[src/rtl/pism_pkg.sv]
// ----------------------------------------------------------------------------
// pism_pkg
// Shared types, constants and helpers for the pinyin initial subsequence
// matcher: character item format, register indexes and the initial table.
// ----------------------------------------------------------------------------
package pism_pkg;

  localparam int MaxPatternBytes = 32;
  localparam int PatIdxW         = $clog2(MaxPatternBytes);
  localparam int LenW            = $clog2(MaxPatternBytes + 1);
  localparam int CfgDataW        = 64;
  localparam int CfgIdxW         = 3;
  localparam int NumInitials     = 23;

  localparam logic [7:0] AsciiLimit = 8'h80;
  localparam logic [7:0] LeadBase   = 8'hA0;
  localparam logic [7:0] LeadLimit  = 8'hA0;

  localparam logic signed [14:0] CodeFirst = 15'sd1601;
  localparam logic signed [14:0] CodeEnd   = 15'sd5590;
  localparam logic [13:0]        RowSize   = 14'd100;

  typedef enum logic [CfgIdxW-1:0] {
    REG_PAT_0_7   = 3'd0,
    REG_PAT_8_15  = 3'd1,
    REG_PAT_16_23 = 3'd2,
    REG_PAT_24_31 = 3'd3,
    REG_PAT_LEN   = 3'd4
  } cfg_reg_t;

  typedef enum logic [1:0] {
    KIND_NONE,   // lead byte held, or lone lead at the end
    KIND_ASCII,
    KIND_WIDE,
    KIND_BAD
  } char_kind_t;

  typedef struct packed {
    char_kind_t kind;
    logic [7:0] lead;
    logic [7:0] lo;
    logic [7:0] letter;  // pinyin initial of a wide char, zero if none
    logic       last;
  } char_item_t;

  localparam logic signed [14:0] InitialLow [NumInitials] = '{
    15'sd1601, 15'sd1637, 15'sd1833, 15'sd2078, 15'sd2274, 15'sd2302,
    15'sd2433, 15'sd2594, 15'sd2787, 15'sd3106, 15'sd3212, 15'sd3472,
    15'sd3635, 15'sd3722, 15'sd3730, 15'sd3858, 15'sd4027, 15'sd4086,
    15'sd4390, 15'sd4558, 15'sd4684, 15'sd4925, 15'sd5249
  };

  localparam logic [7:0] InitialLetter [NumInitials] = '{
    8'h41, 8'h42, 8'h43, 8'h44, 8'h45, 8'h46, 8'h47, 8'h48, 8'h4A, 8'h4B,
    8'h4C, 8'h4D, 8'h4E, 8'h4F, 8'h50, 8'h51, 8'h52, 8'h53, 8'h54, 8'h57,
    8'h58, 8'h59, 8'h5A
  };

  function automatic logic [7:0] to_upper(input logic [7:0] c);
    logic [7:0] r;
    r = c;
    if (c >= 8'h61 && c <= 8'h7A) begin
      r = c - 8'd32;
    end
    return r;
  endfunction

  // ranges are ascending, so the last lower bound passed wins
  function automatic logic [7:0] initial_of(input logic signed [14:0] code);
    logic [7:0] r;
    r = 8'd0;
    if (code >= CodeFirst && code < CodeEnd) begin
      for (int k = 0; k < NumInitials; k++) begin
        if (code >= InitialLow[k]) begin
          r = InitialLetter[k];
        end
      end
    end
    return r;
  endfunction

endpackage

[src/rtl/pism_front.sv]
// ----------------------------------------------------------------------------
// pism_front
// Byte front end: pairs lead and trail bytes into characters, classifies
// them and looks up the pinyin initial of two-byte characters.
// ----------------------------------------------------------------------------
module pism_front (
  input  logic                clk,
  input  logic                rst,
  input  logic                accept,
  input  logic [7:0]          name_byte,
  input  logic                last_byte,
  output pism_pkg::char_item_t item
);
  import pism_pkg::*;

  logic             held_valid;
  logic [7:0]       held_byte;
  logic [6:0]       lead_off;
  logic [13:0]      row_base;
  logic signed [14:0] code;

  assign lead_off = 7'(held_byte - LeadBase);
  assign row_base = 14'(lead_off) * RowSize;
  assign code     = $signed({1'b0, row_base}) + $signed({7'd0, name_byte})
                    - $signed(15'(LeadBase));

  always_comb begin
    item        = '0;
    item.kind   = KIND_NONE;
    item.lo     = name_byte;
    item.last   = last_byte;
    if (held_valid) begin
      item.kind   = KIND_WIDE;
      item.lead   = held_byte;
      item.letter = initial_of(code);
    end else if (name_byte < AsciiLimit) begin
      item.kind = KIND_ASCII;
    end else if (name_byte < LeadLimit) begin
      item.kind = KIND_BAD;
    end
  end

  always_ff @(posedge clk) begin
    if (rst) begin
      held_valid <= 1'b0;
    end else if (accept) begin
      held_valid <= !held_valid && !last_byte && (name_byte >= LeadLimit);
    end
  end

  always_ff @(posedge clk) begin
    if (accept && !held_valid) begin
      held_byte <= name_byte;
    end
  end

endmodule

[src/rtl/pism_queue.sv]
// ----------------------------------------------------------------------------
// pism_queue
// Two-entry queue of classified characters between front and back end.
// ----------------------------------------------------------------------------
module pism_queue (
  input  logic                 clk,
  input  logic                 rst,
  input  logic                 push,
  input  pism_pkg::char_item_t push_item,
  output logic                 full,
  input  logic                 pop,
  output logic                 head_valid,
  output pism_pkg::char_item_t head_item
);
  import pism_pkg::*;

  char_item_t slots [2];
  logic       wr_ptr;
  logic       rd_ptr;
  logic [1:0] count;

  assign full       = (count == 2'd2);
  assign head_valid = (count != 2'd0);
  assign head_item  = slots[rd_ptr];

  always_ff @(posedge clk) begin
    if (rst) begin
      wr_ptr <= 1'b0;
      rd_ptr <= 1'b0;
      count  <= 2'd0;
    end else begin
      if (push) begin
        wr_ptr <= !wr_ptr;
      end
      if (pop) begin
        rd_ptr <= !rd_ptr;
      end
      count <= count + 2'(push) - 2'(pop);
    end
  end

  always_ff @(posedge clk) begin
    if (push) begin
      slots[wr_ptr] <= push_item;
    end
  end

  a_count_bound: assert property (@(posedge clk) disable iff (rst) count <= 2'd2)
    else $error("queue count out of range");
  a_no_overflow: assert property (@(posedge clk) disable iff (rst) full |-> !push)
    else $error("push into full queue");
  a_no_underflow: assert property (@(posedge clk) disable iff (rst)
      (count == 2'd0) |-> !pop)
    else $error("pop from empty queue");

endmodule

[src/rtl/pism_back.sv]
// ----------------------------------------------------------------------------
// pism_back
// Match engine: holds the pattern registers, registers each name's result and
// advances the cursor one character per cycle while the result is not stalled.
// ----------------------------------------------------------------------------
module pism_back (
  input  logic                          clk,
  input  logic                          rst,
  input  logic                          cfg_we,
  input  logic [pism_pkg::CfgIdxW-1:0]  cfg_index,
  input  logic [pism_pkg::CfgDataW-1:0] cfg_data,
  input  logic                          head_valid,
  input  pism_pkg::char_item_t          head_item,
  output logic                          pop,
  output logic                          matched,
  output logic                          out_valid,
  input  logic                          out_ready
);
  import pism_pkg::*;

  logic [CfgDataW-1:0] pat_words [4];
  logic [LenW-1:0]     pat_len_raw;
  logic [LenW-1:0]     pat_len;

  logic [LenW-1:0] cur;
  logic [LenW-1:0] cur_next;
  logic            done;
  logic            done_next;
  logic            rej;
  logic            rej_next;
  logic            result;

  logic [PatIdxW-1:0] idx0;
  logic [PatIdxW-1:0] idx1;
  logic [7:0]         pat0;
  logic [7:0]         pat1;
  logic [7:0]         src;
  logic [LenW-1:0]    adv;
  logic               step_ok;

  // configuration writes
  always_ff @(posedge clk) begin
    if (rst) begin
      pat_words[0] <= '0;
      pat_words[1] <= '0;
      pat_words[2] <= '0;
      pat_words[3] <= '0;
      pat_len_raw  <= '0;
    end else if (cfg_we) begin
      unique case (cfg_index)
        REG_PAT_0_7:   pat_words[0] <= cfg_data;
        REG_PAT_8_15:  pat_words[1] <= cfg_data;
        REG_PAT_16_23: pat_words[2] <= cfg_data;
        REG_PAT_24_31: pat_words[3] <= cfg_data;
        REG_PAT_LEN:   pat_len_raw  <= cfg_data[LenW-1:0];
        default: ;
      endcase
    end
  end

  assign pat_len = (pat_len_raw > LenW'(MaxPatternBytes)) ?
                   LenW'(MaxPatternBytes) : pat_len_raw;

  assign idx0 = cur[PatIdxW-1:0];
  assign idx1 = idx0 + PatIdxW'(1);
  assign pat0 = pat_words[idx0[PatIdxW-1:3]][{idx0[2:0], 3'b000} +: 8];
  assign pat1 = pat_words[idx1[PatIdxW-1:3]][{idx1[2:0], 3'b000} +: 8];

  assign src = (head_item.kind == KIND_ASCII) ? to_upper(head_item.lo)
                                              : head_item.letter;

  always_comb begin
    cur_next  = cur;
    done_next = done;
    rej_next  = rej;
    adv       = cur;
    step_ok   = 1'b0;
    if (!done && !rej) begin
      case (head_item.kind) inside
        KIND_BAD: rej_next = 1'b1;
        KIND_ASCII, KIND_WIDE: begin
          if (pat_len != '0 && cur < pat_len) begin
            if (pat0 < AsciiLimit) begin
              if (src != 8'd0 && src == to_upper(pat0)) begin
                adv     = cur + LenW'(1);
                step_ok = 1'b1;
              end
            end else if (pat0 < LeadLimit || (cur + LenW'(1)) >= pat_len) begin
              rej_next = 1'b1;
            end else if (head_item.kind == KIND_WIDE && head_item.lead == pat0 &&
                         head_item.lo == pat1) begin
              adv     = cur + LenW'(2);
              step_ok = 1'b1;
            end
            if (step_ok) begin
              cur_next = adv;
              if (adv >= pat_len) begin
                done_next = 1'b1;
              end
            end
          end
        end
        default: ;
      endcase
    end
    result = done_next && !rej_next;
  end

  // the last character of a name waits until the result register is free
  assign pop = head_valid && (!head_item.last || !out_valid || out_ready);

  always_ff @(posedge clk) begin
    if (rst) begin
      cur  <= '0;
      done <= 1'b0;
      rej  <= 1'b0;
    end else if (pop) begin
      if (head_item.last) begin
        cur  <= '0;
        done <= 1'b0;
        rej  <= 1'b0;
      end else begin
        cur  <= cur_next;
        done <= done_next;
        rej  <= rej_next;
      end
    end
  end

  always_ff @(posedge clk) begin
    if (rst) begin
      out_valid <= 1'b0;
    end else if (pop && head_item.last) begin
      out_valid <= 1'b1;
    end else if (out_ready) begin
      out_valid <= 1'b0;
    end
  end

  always_ff @(posedge clk) begin
    if (pop && head_item.last) begin
      matched <= result;
    end
  end

  a_done_rej_excl: assert property (@(posedge clk) disable iff (rst) !(done && rej))
    else $error("match and reject both set");
  a_cursor_bound: assert property (@(posedge clk) disable iff (rst)
      cur <= LenW'(MaxPatternBytes + 1))
    else $error("pattern cursor out of range");
  a_name_clear: assert property (@(posedge clk) disable iff (rst)
      pop && head_item.last |=> cur == '0 && !done && !rej)
    else $error("name state not cleared after last byte");

endmodule

[src/rtl/pinyin_initial_subsequence_match.sv]
// ----------------------------------------------------------------------------
// pinyin_initial_subsequence_match
// Streams GB2312 name bytes and reports whether the configured pattern
// occurs as a subsequence, matching letters by ASCII or pinyin initial and wide characters exactly.
// ----------------------------------------------------------------------------
// result path: the last byte of a name is written into the queue, then popped
// into the match engine, which registers matched and out_valid
// throughput: one name byte per cycle while the queue is not full, set by the
// cursor update in the match engine; the two-entry queue buffers bytes during output stall
// reset: synchronous, clears pattern registers, cursor, queue and out_valid, not matched
module pinyin_initial_subsequence_match (
  input  logic                          clk,
  input  logic                          rst,
  input  logic                          cfg_we,
  input  logic [pism_pkg::CfgIdxW-1:0]  cfg_index,
  input  logic [pism_pkg::CfgDataW-1:0] cfg_data,
  input  logic                          in_valid,
  output logic                          in_ready,
  input  logic [7:0]                    name_byte,
  input  logic                          last_byte,
  output logic                          out_valid,
  input  logic                          out_ready,
  output logic                          matched
);
  import pism_pkg::*;

  char_item_t front_item;
  char_item_t head_item;
  logic       accept;
  logic       q_full;
  logic       head_valid;
  logic       pop;

  assign in_ready = !q_full;
  assign accept   = in_valid && in_ready;

  pism_front u_front (
    .clk       (clk),
    .rst       (rst),
    .accept    (accept),
    .name_byte (name_byte),
    .last_byte (last_byte),
    .item      (front_item)
  );

  pism_queue u_queue (
    .clk        (clk),
    .rst        (rst),
    .push       (accept),
    .push_item  (front_item),
    .full       (q_full),
    .pop        (pop),
    .head_valid (head_valid),
    .head_item  (head_item)
  );

  pism_back u_back (
    .clk        (clk),
    .rst        (rst),
    .cfg_we     (cfg_we),
    .cfg_index  (cfg_index),
    .cfg_data   (cfg_data),
    .head_valid (head_valid),
    .head_item  (head_item),
    .pop        (pop),
    .matched    (matched),
    .out_valid  (out_valid),
    .out_ready  (out_ready)
  );

endmodule

[config.mk]
export PLATFORM = sky130hd
export DESIGN_NAME = pinyin_initial_subsequence_match
export DESIGN_NICKNAME = d
export VERILOG_FILES = /design/src/rtl/pism_pkg.sv /design/src/rtl/pism_front.sv /design/src/rtl/pism_queue.sv /design/src/rtl/pism_back.sv /design/src/rtl/pinyin_initial_subsequence_match.sv
export SDC_FILE = /design/constraint.sdc
export NUM_CORES = 1
export LEC_CHECK = 0
export BUFFER_PORTS_ARGS = -buffer_cell sky130_fd_sc_hd__buf_2
export CORE_ASPECT_RATIO = 1.25
export CORE_UTILIZATION = 50
export DETAILED_ROUTE_END_ITERATION = 6
export PLACE_DENSITY_LB_ADDON = 0.12
export SLEW_MARGIN = 20
export SYNTH_ARGS = -nofsm -noshare
export SYNTH_HDL_FRONTEND = slang
export SYNTH_HIERARCHICAL = 1
export SYNTH_SLANG_ARGS = --single-unit
[constraint.sdc]
create_clock -name clk -period 7.4 [get_ports clk]
set_input_delay 0.37 -clock clk [delete_from_list [all_inputs] [get_ports clk]]
set_output_delay 0.37 -clock clk [all_outputs]
set_load 0.005 [all_outputs]
* Yosys cells after proc, flatten, opt, wreduce, memory -nomap -nowiden
Memories as Yosys holds them, arrays and structs flattened. A register that Yosys moved wholly into a read port is not among the register bits.
Index checks and enable logic that the tools add are counted.
** Storage, ports and cells
- Bits in registers :: 29
- Latch bits :: 0
- Memory bits (writable) :: 310
- ROM bits :: 0
- Input port bits :: 81
- Output and inout bits :: 3
- Word-level logic and storage cells :: 223
- Memories kept :: 2
** Memories
- u_back.pat_words :: depth 4, bits a word 64, rd ports 2, clocked after memory_dff 1, wr ports 4, RTL line pism_back.sv:21 : logic [CfgDataW-1:0] pat_words [4];
- u_queue.slots :: depth 2, bits a word 27, rd ports 1, clocked after memory_dff 1, wr ports 1, RTL line pism_queue.sv:17 : char_item_t slots [2];
** Operators by class
- $add $sub $neg :: 10
- $mul :: 1
- Divide/modulo/power cells :: 0
- Order comparisons :: 37
- Eq/ne operators :: 12
- Shift-type cells :: 2
- Multiplexer cells :: 104
- Bitwise operators :: 4
- Reductions and logical operators :: 40
** Operators by type and width (number)
- $mux 64 :: 4
- $ge 15x13->1 const B :: 15
- $mux 7 :: 22
- $shiftx 64x7->8 :: 2
- $mux 8 :: 12
- $mux 6 :: 15
- $ge 15x14->1 const B :: 5
- $mux 1 :: 46
- $ge 15x12->1 const B :: 3
- $lt 8x8->1 const B :: 4
- $eq 8x8->1 :: 3
- $ge 8x7->1 const B :: 2
- $le 8x7->1 const B :: 2
- $sub 8x6->8 const B :: 2
- $add 14x8->15 :: 1
- $logic_and 1x1->1 :: 15
- $lt 15x14->1 const B :: 1
- $sub 15x9->15 const B :: 1
- $ge 6x6->1 :: 2
- $mul 7x5->12 const B :: 1
- $reduce_bool 2->1 :: 6
- $logic_not 1->1 :: 10
- $mux 2 :: 5
- $ge 8x8->1 const B :: 1
- 22 further kinds :: 30

* Logic depth before layout (Yosys ltp)
- Depth in word-level cells :: 30
- Gate-level depth with buffers :: 28
- Gate-level depth less buffers :: 24

* Hierarchy
Netlist, hierarchy kept.
** Modules (own cells, without submodules)
- pism_back :: times used 1, cells an instance 1473, area an instance 16773.6 µm², seq. area each 8057.7 µm²
- pism_front :: times used 1, cells an instance 357, area an instance 2762.6 µm², seq. area each 260.2 µm²
- pism_queue :: times used 1, cells an instance 105, area an instance 2270.9 µm², seq. area each 1721.7 µm²
- pinyin_initial_subsequence_match :: times used 1, cells an instance 2, area an instance 10.0 µm², seq. area each 0.0 µm²

* Worst setup path before layout
No wires, ideal clock.
- Path type :: reg2reg
- From :: register u_back.cur[1]
- To :: register u_back.matched, data pin
- Library setup time :: 0.254 ns
- Arrival time :: 4.986 ns
- Required time :: 7.146 ns
- Setup slack :: 2.160 ns
- Cell stages (with the launch flop) :: 27
- Path buffers :: 5
- Clock period less this slack :: 5.240 ns
- Path through :: dfxtp_1 > ha_1 > clkbuf_1 > and4_1 > clkbuf_1 > clkbuf_1 > buf_1 > nand2_1 > o2111ai_1 > o2111ai_1 > o32ai_1 > mux2i_1 > xnor2_1 > or4_1 > or3_1 > clkbuf_1 > xor2_1 > o21ai_0 > ha_1 > a21o_1 > a21oi_1 > nor2b_1 > o21ai_0 > nand2b_1 > a21oi_1 > nor3_1 > o21a_1
** On the way
- Word-level cells in the longest chain between the ends :: 25
- Elaborated cells on any way between the ends :: 59
- Classes of those cells :: 4 x add/sub; 7 x order compare; 3 x eq/ne; 2 x shift; 34 x mux; 8 x reduce/logical; 1 x memory
** RTL lines
- from (decl) :: RTL line pism_back.sv:25 : logic [LenW-1:0] cur;
- from (signal assigned) :: RTL line pism_back.sv:123 : cur <= cur_next;
- $shiftx 64x7->8 :: RTL line pism_back.sv:66 : assign pat0 = pat_words[idx0[PatIdxW-1:3]][{idx0[2:0], 3'b000} +: 8];
- $ge 8x7->1 / $le 8x7->1 (equally long branches) :: RTL line pism_pkg.sv:62 : if (c >= 8'h61 && c <= 8'h7A) begin
- $logic_and 1x1->1 :: RTL line pism_pkg.sv:62
- $mux 8 :: RTL line pism_pkg.sv:62
- $mux 8 :: RTL line pism_back.sv:83 : if (pat0 < AsciiLimit) begin
- $mux 8 :: RTL line pism_back.sv:82 : if (pat_len != '0 && cur < pat_len) begin
- $mux 8 (2 in series) :: RTL line pism_back.sv:79 : case (head_item.kind) inside
- $mux 8 :: RTL line pism_back.sv:78 : if (!done && !rej) begin
- [... 8 more ...]
- $ge 6x6->1 :: RTL line pism_back.sv:97 : if (adv >= pat_len) begin
- $mux 1 :: RTL line pism_back.sv:97
- $mux 1 :: RTL line pism_back.sv:95 : if (step_ok) begin
- $mux 1 :: RTL line pism_back.sv:82
- $mux 1 (2 in series) :: RTL line pism_back.sv:79
- $mux 1 :: RTL line pism_back.sv:78
- $logic_and 1x1->1 * :: RTL line pism_back.sv:106 : result = done_next && !rej_next;
- via u_back.result :: RTL line pism_back.sv:31 : logic result;
- to (signal assigned) :: RTL line pism_back.sv:142 : matched <= result;
- to (decl) :: RTL line pism_back.sv:15 : output logic matched,
The timed path passes the listed nets; every way through them passes the cells marked *. The select of a mux whose other input is x is not followed.
A chain may end at the register's enable or synchronous reset.

* Worst setup path in the final report
- From :: register u_back.cur[0]
- To :: register u_back.matched, data pin
The elaborated chain is that of the path after synthesis.

==> impl_results.md <==
- # placed instances: 2,505
- Final Max Tran Viols: 0
- Via count: 16.20k
- Crit path DAT: 6710 ps
- HP Class: input port to flip-flop
- Worst VDD drop: 1.089 mV
- Max Fclk: 0.1556 GHz
- Largest net degree at the start of global routing: 65
- Sequential cell fraction of total power: 26.7%
- Synth warnings: 6
- Grt met3 use: 4.368%
- Setup TNS: 0 ps
- Final Instance Count excl. Fillers: 2,570
- Nets@finish: 2,133
- Final hold viol count: 0
- GR Util All Layers: 28.84%
- Setup Skew: 18.18 ps
- Fin util: 55.55%
- Seq/Total Area, Yosys: 46.02%
- # IOs: 84
- Mux contribution to synthesized area: 14.14%
- WHS Endpoint: u_queue/slots[1][0]
- Post-synthesis adder-cell area fraction: 4.347%
- CP max stage delay: 810 ps
- Filler cells: 3,725
- Fin crit share: 86.85%
- Final setup viols: 0
- Die X: 188.8 um
- Slowest CP cell: nand3_1
- Met2 Track Usage GR: 51.46%
- Clock group share of total power: 20.4%
- Vias/cell: 6.305
- Avg Inst Size Synth: 11.26 um2
- Number of distinct library cells after synthesis: 108
- Met1 usage: 33.92%
- First-pass GRT wire length: 97.52 mm
- Worst slew pin tran: 1126 ps
- Status: complete, but fails checks
- Leakage dissipation: 8.728 nW
- Num CTS Buffers: 36
- Pwr Total: 8.997 mW
- Placed Area: 0.02274 mm2
- Initial antenna violation count: 2
- Worst reg2reg setup slack: 970 ps
- CTS Sinks: 342
- Chip height: 235.5 um
- Clock-pin slew on the worst setup and hold paths: 60 ps
- Family with the most delay on the worst path: simple AND/OR/NAND/NOR gates
- Cells after Synth: 1,937
- Crit. End Element: flip-flop
- Post-CTS Setup Bufs: 0
- Post-synth EDFFs: 319
- Largest family of logic cells by synthesized area: simple AND/OR/NAND/NOR gates
- Crit start category: flip-flop
- Post-CTS sizing: 0
- Tmin final: 6427 ps
- Post-synthesis register bit count: 342
- Area share of and/or/nand/nor cells after synthesis: 19.17%
- R2R cell count: 22
- Hold Path Stages: 1
- Number of global-route vias before repair: 16.43k
- Hold Buf Count CTS: 0
- CP max FO: 19
- Max Cap Viol: 0
- Layout cells sized above 1: 16.47%
- Reg-to-Reg Start: u_back/cur[0]
- Final Cell Area: 0.02393 mm2
- Worst Path Required: 7680 ps
- Gr busiest metal: met2
- PwrDens: 376.0 mW/mm2
- Root Driver: clkbuf_16
- Syn-to-layout area delta: 9.675%
- Synth Area in Compound Gates: 10.03%
- Worst skew pair latency: 530 ps
- 1st-iter DRT viols: 1,558
- HPWL after DPL: 42.25 mm
- Core Region: 0.04307 mm2
- Internal power: 5.076 mW
- Row Count: 85
- Starting density of the core: 50.65%
- Ys flop type: edfxtp_1
- Switching Share: 43.58%
- Min-delay src: last_byte
- DRC violations left: 4
- P_sw: 3.921 mW
- RR Endpoint: u_back/matched
- H-tree levels: 2
- WL final: 63.94 mm
- Failing checks: design-rule violations
- First-pass DRT Iterations: 7
- Multi-input logic area: 0.01102 mm2
- Clk buf depth: 3
- Slew HR: 24.96%
- CP Class: flip-flop to flip-flop
- WP buf/inv: 1
- PortBufs: 83
- CTS tree: done
- Syn Std Cell Area: 0.02182 mm2
- DR WL/cell: 24.88 um
- DRT antenna net count: 0
- Crit-path cells: ha_1, nand3_1, buf_4, nand3_1, o2111ai_1, o2111ai_1, o32ai_1, mux2i_1, xnor2_1, or4_1, or3_1, xor2_1, o21ai_0, ha_1, a21o_1, a21oi_1, nor2b_1, o21ai_0, nand2b_1, a21oi_1, nor3_1, o21a_1
- Die ar.: 0.04448 mm2
- Synth async-reset ratio: 0%
- Placer congestion estimate: 0.9435
- Total grt overflow: 0
- RSZ-0062 raised after global routing: no
- FF+latch area: 0.01005 mm2
- Combinational share of power: 52.9%
- Synth Area in XOR/XNOR: 2.432%
## registers in the layout (all words and copies together) (netlist names), named ones only
register            flops
u_back/matched          1
u_back/pat_len_raw      6
u_back/out_valid        1
u_queue/count           2
u_back/done             1
u_front/held_byte       8
u_back/rej              1
u_queue/wr_ptr          1
u_front/held_valid      1
u_back/pat_words      256
u_back/cur              6
u_queue/rd_ptr          1
u_queue/slots          54
## metal layers
| metal | part of all wire (%) | vias up |
|---|---|---|
| met5 | 0.020 | - |
| met4 | 4.6 | 2 |
| met3 | 6.5 | 166 |
| met2 | 51 | 669 |
| met1 | 38 | 8051 |
| li1 | - | 7316 |
## worst max path at each step
stage	cells past startpoint	start	endpoint	slack, ps
6_report	22	u_back/cur[0]	u_back/matched	970
5_1_grt	21	u_back/cur[0]	u_back/matched	540
4_1_cts	22	u_back/cur[0]	u_back/matched	1080
3_5_place_dp	22	u_back/cur[0]	u_back/matched	1110
3_3_place_gp	22	u_back/cur[0]	u_back/matched	1150
2_1_floorplan	26	u_back/cur[1]	u_back/matched	2160
## worst reg2reg max path: cells and delay by family, from the launching register on
family,cells,cell delay [ps]
compound gates,9,1480
xor+xnor,2,310
fa+ha+maj,2,710
buf+inv,1,500
flops,1,740
mux,1,230
simple gates,7,2200
## power by group through the flow
| stage | Sequential, mW | Combinational, mW | Clock, mW |
|---|---|---|---|
| detailed placement | 2.44 | 4.67 | 0 |
| finish | 2.40 | 4.76 | 1.84 |
| global route | 2.42 | 5.18 | 1.92 |
| floorplan | 2.39 | 3.60 | 0 |
| global placement | 2.44 | 4.71 | 0 |
| CTS | 2.40 | 4.69 | 1.86 |
## area by class of cell
| type | count | share of cell area [%] |
|---|---|---|
| inverters | 54 | 0.8471 |
| well taps | 565 | 2.954 |
| diodes | 1 | 0.01046 |
| clock buffers | 49 | 4.225 |
| repair buffers | 127 | 3.169 |
| multi-input cells | 1417 | 46.07 |
| clock inverters | 15 | 0.7164 |
| flip-flops and latches | 342 | 42.00 |
## kinds of logic after synthesis
kind of cell | Yosys count
flops | 342
xor+xnor | 53
mux | 210
compound gates | 307
other cells | 1
fa+ha+maj | 74
buf+inv | 179
simple gates | 771
## cell usage after synthesis, types with 5 or more instances
cell | count | area [um2]
edfxtp_1 | 319 | 9579
and2_1 | 269 | 1683
nand2_1 | 192 | 720.7
mux2i_1 | 103 | 1031
a21oi_1 | 73 | 365.4
clkbuf_1 | 72 | 270.3
ha_1 | 71 | 888.4
nand3_1 | 65 | 325.3
nor2_1 | 65 | 244.0
mux4_2 | 52 | 1171
inv_1 | 48 | 180.2
o21ai_0 | 48 | 240.2
nor3_1 | 33 | 165.2
nand4_1 | 25 | 156.4
and3_1 | 24 | 150.1
dfxtp_1 | 23 | 460.4
xnor2_1 | 23 | 201.4
xor2_1 | 23 | 201.4
mux2_2 | 20 | 225.2
mux2_4 | 20 | 300.3
nor2b_1 | 17 | 106.4
a211oi_1 | 16 | 120.1
a221o_1 | 16 | 160.2
o211ai_1 | 16 | 120.1
buf_2 | 15 | 75.07
buf_4 | 15 | 112.6
a31oi_1 | 14 | 87.58
buf_1 | 14 | 52.55
nand2b_1 | 13 | 81.33
o2111ai_1 | 12 | 105.1
nor4_1 | 11 | 68.82
a21o_1 | 10 | 75.07
a22oi_1 | 10 | 75.07
mux4_1 | 10 | 262.8
or3_1 | 8 | 50.05
or4_1 | 8 | 60.06
nor3b_1 | 7 | 52.55
o22ai_1 | 7 | 43.79
a221oi_1 | 6 | 52.55
a31o_2 | 6 | 52.55
o31ai_1 | 6 | 45.04
o32ai_1 | 6 | 52.55
buf_6 | 5 | 56.30
o21ai_1 | 5 | 25.02
## through the flow
| step | setup WS, ps | hold WS [ps] |
|---|---|---|
| detailed placement | 1107 | 505.1 |
| global placement | 1145 | 502.1 |
| CTS | 1080 | 45.16 |
| finish | 973.2 | 59.77 |
| floorplan | 2160 | 439.1 |
| global route | 542.2 | 51.88 |
## cell usage in the layout (no fill, tap or decap), drive strengths merged, types with 7 or more instances in the layout
cell	instances
o22ai	7
nor4	13
nand4	25
a21o	11
buf	127
nand2b	14
a31oi	14
or3	9
nor3b	8
a221o	16
o21ai	55
a22oi	11
nor2b	17
nand3	68
or4	9
ha	71
nand2	194
a211oi	16
mux2	40
nor3	33
edfxtp	319
and2	269
and3	25
mux4	62
xor2	25
a21oi	73
clkinv	12
a221oi	7
xnor2	26
o211ai	16
dfxtp	23
o2111ai	12
clkbuf	49
inv	51
nor2	66
mux2i	108
Note: power is estimated with default switching activity, not from simulation.
